<file path="src/rtl/mlfd_pkg.sv">
`timescale 1ns / 1ps

package mlfd_pkg;

	// Header layout: four little-endian 32-bit words
	localparam int unsigned HEADER_BYTES = 16;
	localparam int unsigned HDR_CNT_W    = $clog2(HEADER_BYTES);
	localparam int unsigned HDR_BITS     = HEADER_BYTES * 8;

	localparam logic [HDR_CNT_W-1:0] HDR_CNT_LAST = HDR_CNT_W'(HEADER_BYTES - 1);

	// total length counts the total-length, type and payload-length words plus the payload, all after magic
	localparam logic [31:0] LEN_OVERHEAD = 32'd12;

	localparam logic ERR_MAGIC  = 1'b0;
	localparam logic ERR_LENGTH = 1'b1;

	typedef struct packed {
		logic [7:0]  byte_value;
		logic [63:0] recv_time;
		logic        chunk_last;
	} mlfd_in_t;

	typedef struct packed {
		logic [7:0]  payload_byte;
		logic        byte_valid;
		logic [31:0] frame_type;
		logic        frame_last;
		logic [63:0] frame_time;
		logic        error_flag;
		logic        error_kind;
	} mlfd_out_t;

endpackage

</file>
<file path="src/rtl/mlfd_if.sv">
`timescale 1ns / 1ps

interface mlfd_in_if;
	logic               valid;
	logic               ready;
	mlfd_pkg::mlfd_in_t data;

	modport source (output valid, output data, input ready);
	modport sink   (input valid, input data, output ready);
endinterface

interface mlfd_out_if;
	logic                valid;
	logic                ready;
	mlfd_pkg::mlfd_out_t data;

	modport source (output valid, output data, input ready);
	modport sink   (input valid, input data, output ready);
endinterface

</file>
<file path="src/rtl/magic_length_frame_deframer_top.sv">
`timescale 1ns / 1ps
// Path: an accepted byte beat goes to the input stage, then its result, if any, to the output
//   register (one input stage, one result register), later only if the output side stalls.
// Throughput: one byte beat per cycle when unstalled; set by single-pass header/payload logic.
// Reset: arst_n asynchronous, active low; clears magic_q, parser state, sticky error and
//   both valid flags. Header storage is not reset (every byte is written before it is read).

module magic_length_frame_deframer_top (
	input  logic              clk,
	input  logic              arst_n,
	input  logic              cfg_wen,
	input  logic [31:0]       cfg_wdata,
	mlfd_in_if.sink           in_ch,
	mlfd_out_if.source        out_ch
);

	// ---------------------------------------------------------------
	// Configuration: expected magic word
	// ---------------------------------------------------------------
	logic [31:0] magic_q;

	always_ff @(posedge clk or negedge arst_n) begin
		if (!arst_n) begin
			magic_q <= '0;
		end else if (cfg_wen) begin
			magic_q <= cfg_wdata;
		end
	end

	// ---------------------------------------------------------------
	// Handshake / pipeline control
	//   advance: the result register can take a new value this cycle,
	//   so the s1 beat is consumed and a new input beat may enter.
	// ---------------------------------------------------------------
	logic                valid_s1;
	mlfd_pkg::mlfd_in_t  data_s1;
	logic                out_valid_q;
	mlfd_pkg::mlfd_out_t out_data_q;
	logic                advance;
	logic                step;

	assign advance     = !out_valid_q || out_ch.ready;
	assign step        = valid_s1 && advance;
	assign in_ch.ready = !valid_s1 || advance;

	always_ff @(posedge clk or negedge arst_n) begin
		if (!arst_n) begin
			valid_s1 <= 1'b0;
		end else if (in_ch.ready) begin
			valid_s1 <= in_ch.valid;
		end
	end

	// payload stage register, no reset needed
	always_ff @(posedge clk) begin
		if (in_ch.ready && in_ch.valid) begin
			data_s1 <= in_ch.data;
		end
	end

	// ---------------------------------------------------------------
	// Parser state
	// ---------------------------------------------------------------
	logic [mlfd_pkg::HDR_CNT_W-1:0] hdr_cnt_q;
	logic [mlfd_pkg::HDR_BITS-1:0]  header_q;
	logic                           in_pay_q;
	logic [31:0]                    left_q;
	logic [31:0]                    type_q;
	logic                           err_q;

	logic [mlfd_pkg::HDR_CNT_W-1:0] hdr_cnt_d;
	logic                           in_pay_d;
	logic [31:0]                    left_d;
	logic [31:0]                    type_d;
	logic                           err_d;
	logic                           produce;
	mlfd_pkg::mlfd_out_t            res;

	// Header words as seen on the 16th byte; the top byte of the
	// payload-length word is the byte being taken right now.
	logic [31:0] hdr_magic;
	logic [31:0] hdr_total;
	logic [31:0] hdr_type;
	logic [31:0] hdr_plen;
	logic        len_bad;

	assign hdr_magic = header_q[31:0];
	assign hdr_total = header_q[63:32];
	assign hdr_type  = header_q[95:64];
	assign hdr_plen  = {data_s1.byte_value, header_q[119:96]};
	assign len_bad   = (hdr_total < mlfd_pkg::LEN_OVERHEAD) ||
	                   (hdr_plen != (hdr_total - mlfd_pkg::LEN_OVERHEAD));

	always_comb begin
		hdr_cnt_d = hdr_cnt_q;
		in_pay_d  = in_pay_q;
		left_d    = left_q;
		type_d    = type_q;
		err_d     = err_q;
		produce   = 1'b0;
		res       = '0;

		if (!err_q) begin
			if (in_pay_q) begin
				// payload byte: always one result, last one closes the frame
				left_d           = left_q - 32'd1;
				produce          = 1'b1;
				res.payload_byte = data_s1.byte_value;
				res.byte_valid   = 1'b1;
				res.frame_type   = type_q;
				if (left_q == 32'd1) begin
					in_pay_d       = 1'b0;
					res.frame_last = 1'b1;
					res.frame_time = data_s1.recv_time;
				end
			end else begin
				// header byte; counter wraps to zero after the 16th
				hdr_cnt_d = hdr_cnt_q + 1'b1;
				if (hdr_cnt_q == mlfd_pkg::HDR_CNT_LAST) begin
					priority if (hdr_magic != magic_q) begin
						err_d          = 1'b1;
						produce        = 1'b1;
						res.error_flag = 1'b1;
						res.error_kind = mlfd_pkg::ERR_MAGIC;
					end else if (len_bad) begin
						err_d          = 1'b1;
						produce        = 1'b1;
						res.error_flag = 1'b1;
						res.error_kind = mlfd_pkg::ERR_LENGTH;
					end else if (hdr_plen == 32'd0) begin
						// empty frame: one marker result
						type_d         = hdr_type;
						produce        = 1'b1;
						res.frame_type = hdr_type;
						res.frame_last = 1'b1;
						res.frame_time = data_s1.recv_time;
					end else begin
						type_d   = hdr_type;
						left_d   = hdr_plen;
						in_pay_d = 1'b1;
					end
				end
			end
		end
	end

	always_ff @(posedge clk or negedge arst_n) begin
		if (!arst_n) begin
			hdr_cnt_q <= '0;
			in_pay_q  <= 1'b0;
			left_q    <= '0;
			type_q    <= '0;
			err_q     <= 1'b0;
		end else if (step) begin
			hdr_cnt_q <= hdr_cnt_d;
			in_pay_q  <= in_pay_d;
			left_q    <= left_d;
			type_q    <= type_d;
			err_q     <= err_d;
		end
	end

	// header bytes land in their byte lane, little-endian
	always_ff @(posedge clk) begin
		if (step && !in_pay_q && !err_q) begin
			header_q[hdr_cnt_q*8 +: 8] <= data_s1.byte_value;
		end
	end

	// ---------------------------------------------------------------
	// Result register: holds a beat until the sink takes it
	// ---------------------------------------------------------------
	always_ff @(posedge clk or negedge arst_n) begin
		if (!arst_n) begin
			out_valid_q <= 1'b0;
		end else if (advance) begin
			out_valid_q <= step && produce;
		end
	end

	always_ff @(posedge clk) begin
		if (step && produce) begin
			out_data_q <= res;
		end
	end

	assign out_ch.valid = out_valid_q;
	assign out_ch.data  = out_data_q;

endmodule

</file>
<file path="src/flat_wrapper.sv">
// flat-port wrapper written by rule: the top's interface ports become plain ports
module magic_length_frame_deframer_top_flat 
  (clk, arst_n, cfg_wen, cfg_wdata, in_ch_valid, in_ch_data, in_ch_ready, out_ch_valid, out_ch_data, out_ch_ready);
  mlfd_in_if in_ch_i ();
  mlfd_out_if out_ch_i ();
  input  logic clk;
  input  logic arst_n;
  input  logic cfg_wen;
  input  logic [31:0] cfg_wdata;
  input wire logic [$bits(in_ch_i.valid)-1:0] in_ch_valid;
  input wire logic [$bits(in_ch_i.data)-1:0] in_ch_data;
  output wire logic [$bits(in_ch_i.ready)-1:0] in_ch_ready;
  output wire logic [$bits(out_ch_i.valid)-1:0] out_ch_valid;
  output wire logic [$bits(out_ch_i.data)-1:0] out_ch_data;
  input wire logic [$bits(out_ch_i.ready)-1:0] out_ch_ready;
  assign in_ch_i.valid = in_ch_valid;
  assign in_ch_i.data = in_ch_data;
  assign in_ch_ready = in_ch_i.ready;
  assign out_ch_valid = out_ch_i.valid;
  assign out_ch_data = out_ch_i.data;
  assign out_ch_i.ready = out_ch_ready;
  magic_length_frame_deframer_top u_core (.clk(clk), .arst_n(arst_n), .cfg_wen(cfg_wen), .cfg_wdata(cfg_wdata), .in_ch(in_ch_i), .out_ch(out_ch_i));
endmodule
</file>
<file path="config.mk">
export PLATFORM = sky130hd
export DESIGN_NAME = magic_length_frame_deframer_top_flat
export DESIGN_NICKNAME = d
export VERILOG_FILES = /design/src/rtl/mlfd_pkg.sv /design/src/rtl/mlfd_if.sv /design/src/rtl/magic_length_frame_deframer_top.sv /design/src/flat_wrapper.sv
export SDC_FILE = /design/constraint.sdc
export NUM_CORES = 1
export LEC_CHECK = 0
export BUFFER_PORTS_ARGS = -buffer_cell sky130_fd_sc_hd__buf_4
export CORE_UTILIZATION = 40
export DETAILED_ROUTE_END_ITERATION = 10
export GPL_ROUTABILITY_DRIVEN = 0
export PLACE_DENSITY_LB_ADDON = 0.05
export SYNTH_ARGS = -nofsm -noshare
export SYNTH_HDL_FRONTEND = slang
export SYNTH_SLANG_ARGS = --single-unit
</file>
<file path="constraint.sdc">
create_clock -name clk -period 5.8 [get_ports clk]
set_input_delay 0.29 -clock clk [delete_from_list [all_inputs] [get_ports clk]]
set_output_delay 0.29 -clock clk [all_outputs]
set_load 0.005 [all_outputs]
</file>
==> results_dict.tcl <==
set metrics [dict create \
    worst_pin_slew_ps 1050 \
    drtIter0Drc 821 \
    initial_core_util 0.409 \
    slew_headroom 0.302 \
    mostFrequentLayoutCells "edfxtp_1, buf_4, nor2_1" \
    cts_root_buffer "clkbuf_16" \
    yosysTopAreaCell "edfxtp_1" \
    synthDistinctLibCells 68 \
    hp-class "primary input to asynchronous set/reset pin" \
    clkLatencyLatePin_ps 590 \
    synthArstFlopShare 0.257 \
    drc 0 \
    htree_num_levels 2 \
    irDropWorstVdd_mv 0.229 \
    setup_viol 0 \
    status "complete, no violations" \
    ys_seq_area_frac 0.653 \
    grt_max_degree 60 \
    drtPass1Iterations 5 \
    syn_inst 1337 \
    synth.top_cell.area_share 0.507 \
    synth_area_leaders "edfxtp_1, dfrtp_1, mux2_2, and2_1, nor2_1" \
    syn_area_per_cell_um2 13.3 \
    post-dp-hpwl_um 29200 \
    tns_ps 0 \
    grt_pass1_wl_um 67700 \
    rr_worst_depth 10 \
    ys_ff_latch 404 \
    leakage_uw 0.00850 \
    layout-drive-gt1-share 0.258 \
    r2r-start "u_core.header_q[34]" \
    pre_cts_ws_ps 1130 \
    vias 11760 \
    period_needed_ps 4690 \
    cp-endpoint "u_core.out_ch.data[38]" \
    slew_violations 0 \
    cts-buffers-inserted 45 \
    finalClockSkew_ps 23.1 \
    cp_max_fo 25 \
    period_share 0.808 \
    drt-total-wl_um 45100 \
    core-area_um2 43500 \
    port_buffers 218 \
    syn-cell-area_um2 17800 \
    synthFlopType "edfxtp_1" \
    crit_path_start "u_core.header_q[34]" \
    routedWlPerCell_um 19.6 \
    reg2reg_slack_ps 1110 \
    critPathKind "flop to flop" \
    fmax_mhz 213 \
    hold_viol 0 \
    ios 220 \
    rsz0062_at_grt "false" \
    setup_ws_ps 1110 \
    cts_tree "yes" \
    finalNetCount 1790 \
    clockBufferDepth 3 \
    fp.dieH_um 213 \
    worstPathArrival_ps 4930 \
    antenna_found_initial 2 \
    viasPerCell 5.12 \
    p_per_area_nw_per_um2 324 \
    mostFrequentLayoutCell "edfxtp_1" \
    end_kind "flop" \
    path_clk_slew_ps 60 \
    areaGrowthSynthToFinish_pct 27.2 \
    antenna_left 0 \
    dieArea_um2 45300 \
    num_rows 76 \
    grt_pass1_vias 11472 \
    crit_path_start_kind "flop" \
    synth_edf_count 300 \
    required_ps 6050 \
    yosysWarningCount 0 \
    syn_nets 1453 \
    maxCapViolCount 0 \
    r2r-end "u_core.out_ch.data[38]" \
    cts.sinks 404 \
    die_x_um 213 \
    grt_usage 0.199 \
    grt_overflow 0 \
]
cell type report:
cell class,count,area [µm²]
fill,3771,20900
tap,585,732
inverter,13,48.8
sequential,404,11600
timing repair buffer,355,2950
clock inverter,16,204
multi-input combinational,855,5800
antenna,2,5.00
clock buffer,68,1260
state kept, by name, summed over array words and instances, names as in the netlist:
register / count
u_core.header_q: 120
u_core.out_ch.data: 108
u_core.data_s1: 72
u_core.left_q: 32
u_core.magic_q: 32
u_core.type_q: 32
u_core.hdr_cnt_q: 4
u_core.err_q: 1
u_core.in_pay_q: 1
u_core.out_ch.valid: 1
u_core.valid_s1: 1
cells by family (layout without fill, tap and decap cells):
| family | count (synthesis) | count (layout) | synth area share |
|---|---|---|---|
| xor gates and xnor gates | 73 | 73 | 0.0368 |
| other | 0 | 2 | 0 |
| buffers and inverters | 78 | 452 | 0.0217 |
| adders and majority gates | 6 | 6 | 0.00422 |
| and+or+nand+nor | 533 | 533 | 0.176 |
| muxes | 77 | 77 | 0.0479 |
| AOI/OAI and AO/OA | 166 | 166 | 0.0605 |
| DFF | 404 | 404 | 0.653 |
Yosys cell counts (7+ instances only):
| master | count |
|---|---|
| a21oi_1 | 46 |
| a22o_1 | 32 |
| and2_1 | 94 |
| and3_1 | 19 |
| buf_2 | 7 |
| buf_6 | 9 |
| clkbuf_1 | 42 |
| dfrtp_1 | 104 |
| edfxtp_1 | 300 |
| inv_1 | 13 |
| mux2_2 | 64 |
| mux2i_1 | 13 |
| nand2_1 | 65 |
| nand3_1 | 24 |
| nand4_1 | 15 |
| nor2_1 | 119 |
| nor2b_1 | 20 |
| nor2b_2 | 40 |
| nor2b_4 | 10 |
| nor3_1 | 22 |
| nor4_1 | 40 |
| o21ai_0 | 53 |
| or3_1 | 7 |
| or4_1 | 11 |
| xnor2_1 | 27 |
| xor2_1 | 45 |
how the worst min path moves through the flow:
stage / slack, ps / cells after the start / to / startpoint
floorplan: -6 / 0 / u_core.err_q / arst_n
global placement: 370 / 1 / u_core.left_q[4] / arst_n
detailed placement: 370 / 1 / u_core.left_q[4] / arst_n
CTS: 230 / 2 / u_core.magic_q[10] / cfg_wen
global route: 250 / 2 / u_core.magic_q[19] / cfg_wen
finish: 260 / 2 / u_core.left_q[3] / arst_n
routing by layer:
| metal | up-vias | global-route usage | routed length [µm] |
|---|---|---|---|
| li1 | 5583 | - | - |
| met1 | 5773 | 0.278 | 20900 |
| met2 | 342 | 0.312 | 20600 |
| met3 | 62 | 0.0403 | 2630 |
| met4 | 0 | 0.0590 | 946 |
| met5 | - | 0 | 0 |
power by group:
| group | internal [µW] | switching [µW] |
|---|---|---|
| clock network | 1690 | 1160 |
| registers | 3340 | 123 |
| logic | 382 | 631 |
| total | 5410 | 1910 |
timing repair:
action	CTS	global route
buffers inserted	0	0
resized for setup	0	0
endpoints found under the hold margin	154	0
hold buffers	107	0
worst max-delay path, stage by stage (launching register included):
cell and delay, ps:
edfxtp_1 500, ha_1 320, or4_1 520, or4_1 660, or4_1 550, a21oi_1 270
a2111oi_0 130, and4b_1 340, o21bai_1 200, and2_4 420, buf_4 380
per-stage QoR:
step           area [µm²]  hold WS (ps)  utilization  total power (µW)  std cells
6_report            22600           257        0.520              7320       2298
5_1_grt             22600           252        0.520              7640       2297
4_1_cts             22600           226        0.520              7410       2296
3_5_place_dp        20100           367        0.462              4470       2105
3_3_place_gp        20100           367        0.462              4460       2105
2_1_floorplan       17800         -5.59            -              4070       1337
Note: power is estimated with default switching activity, not from simulation.
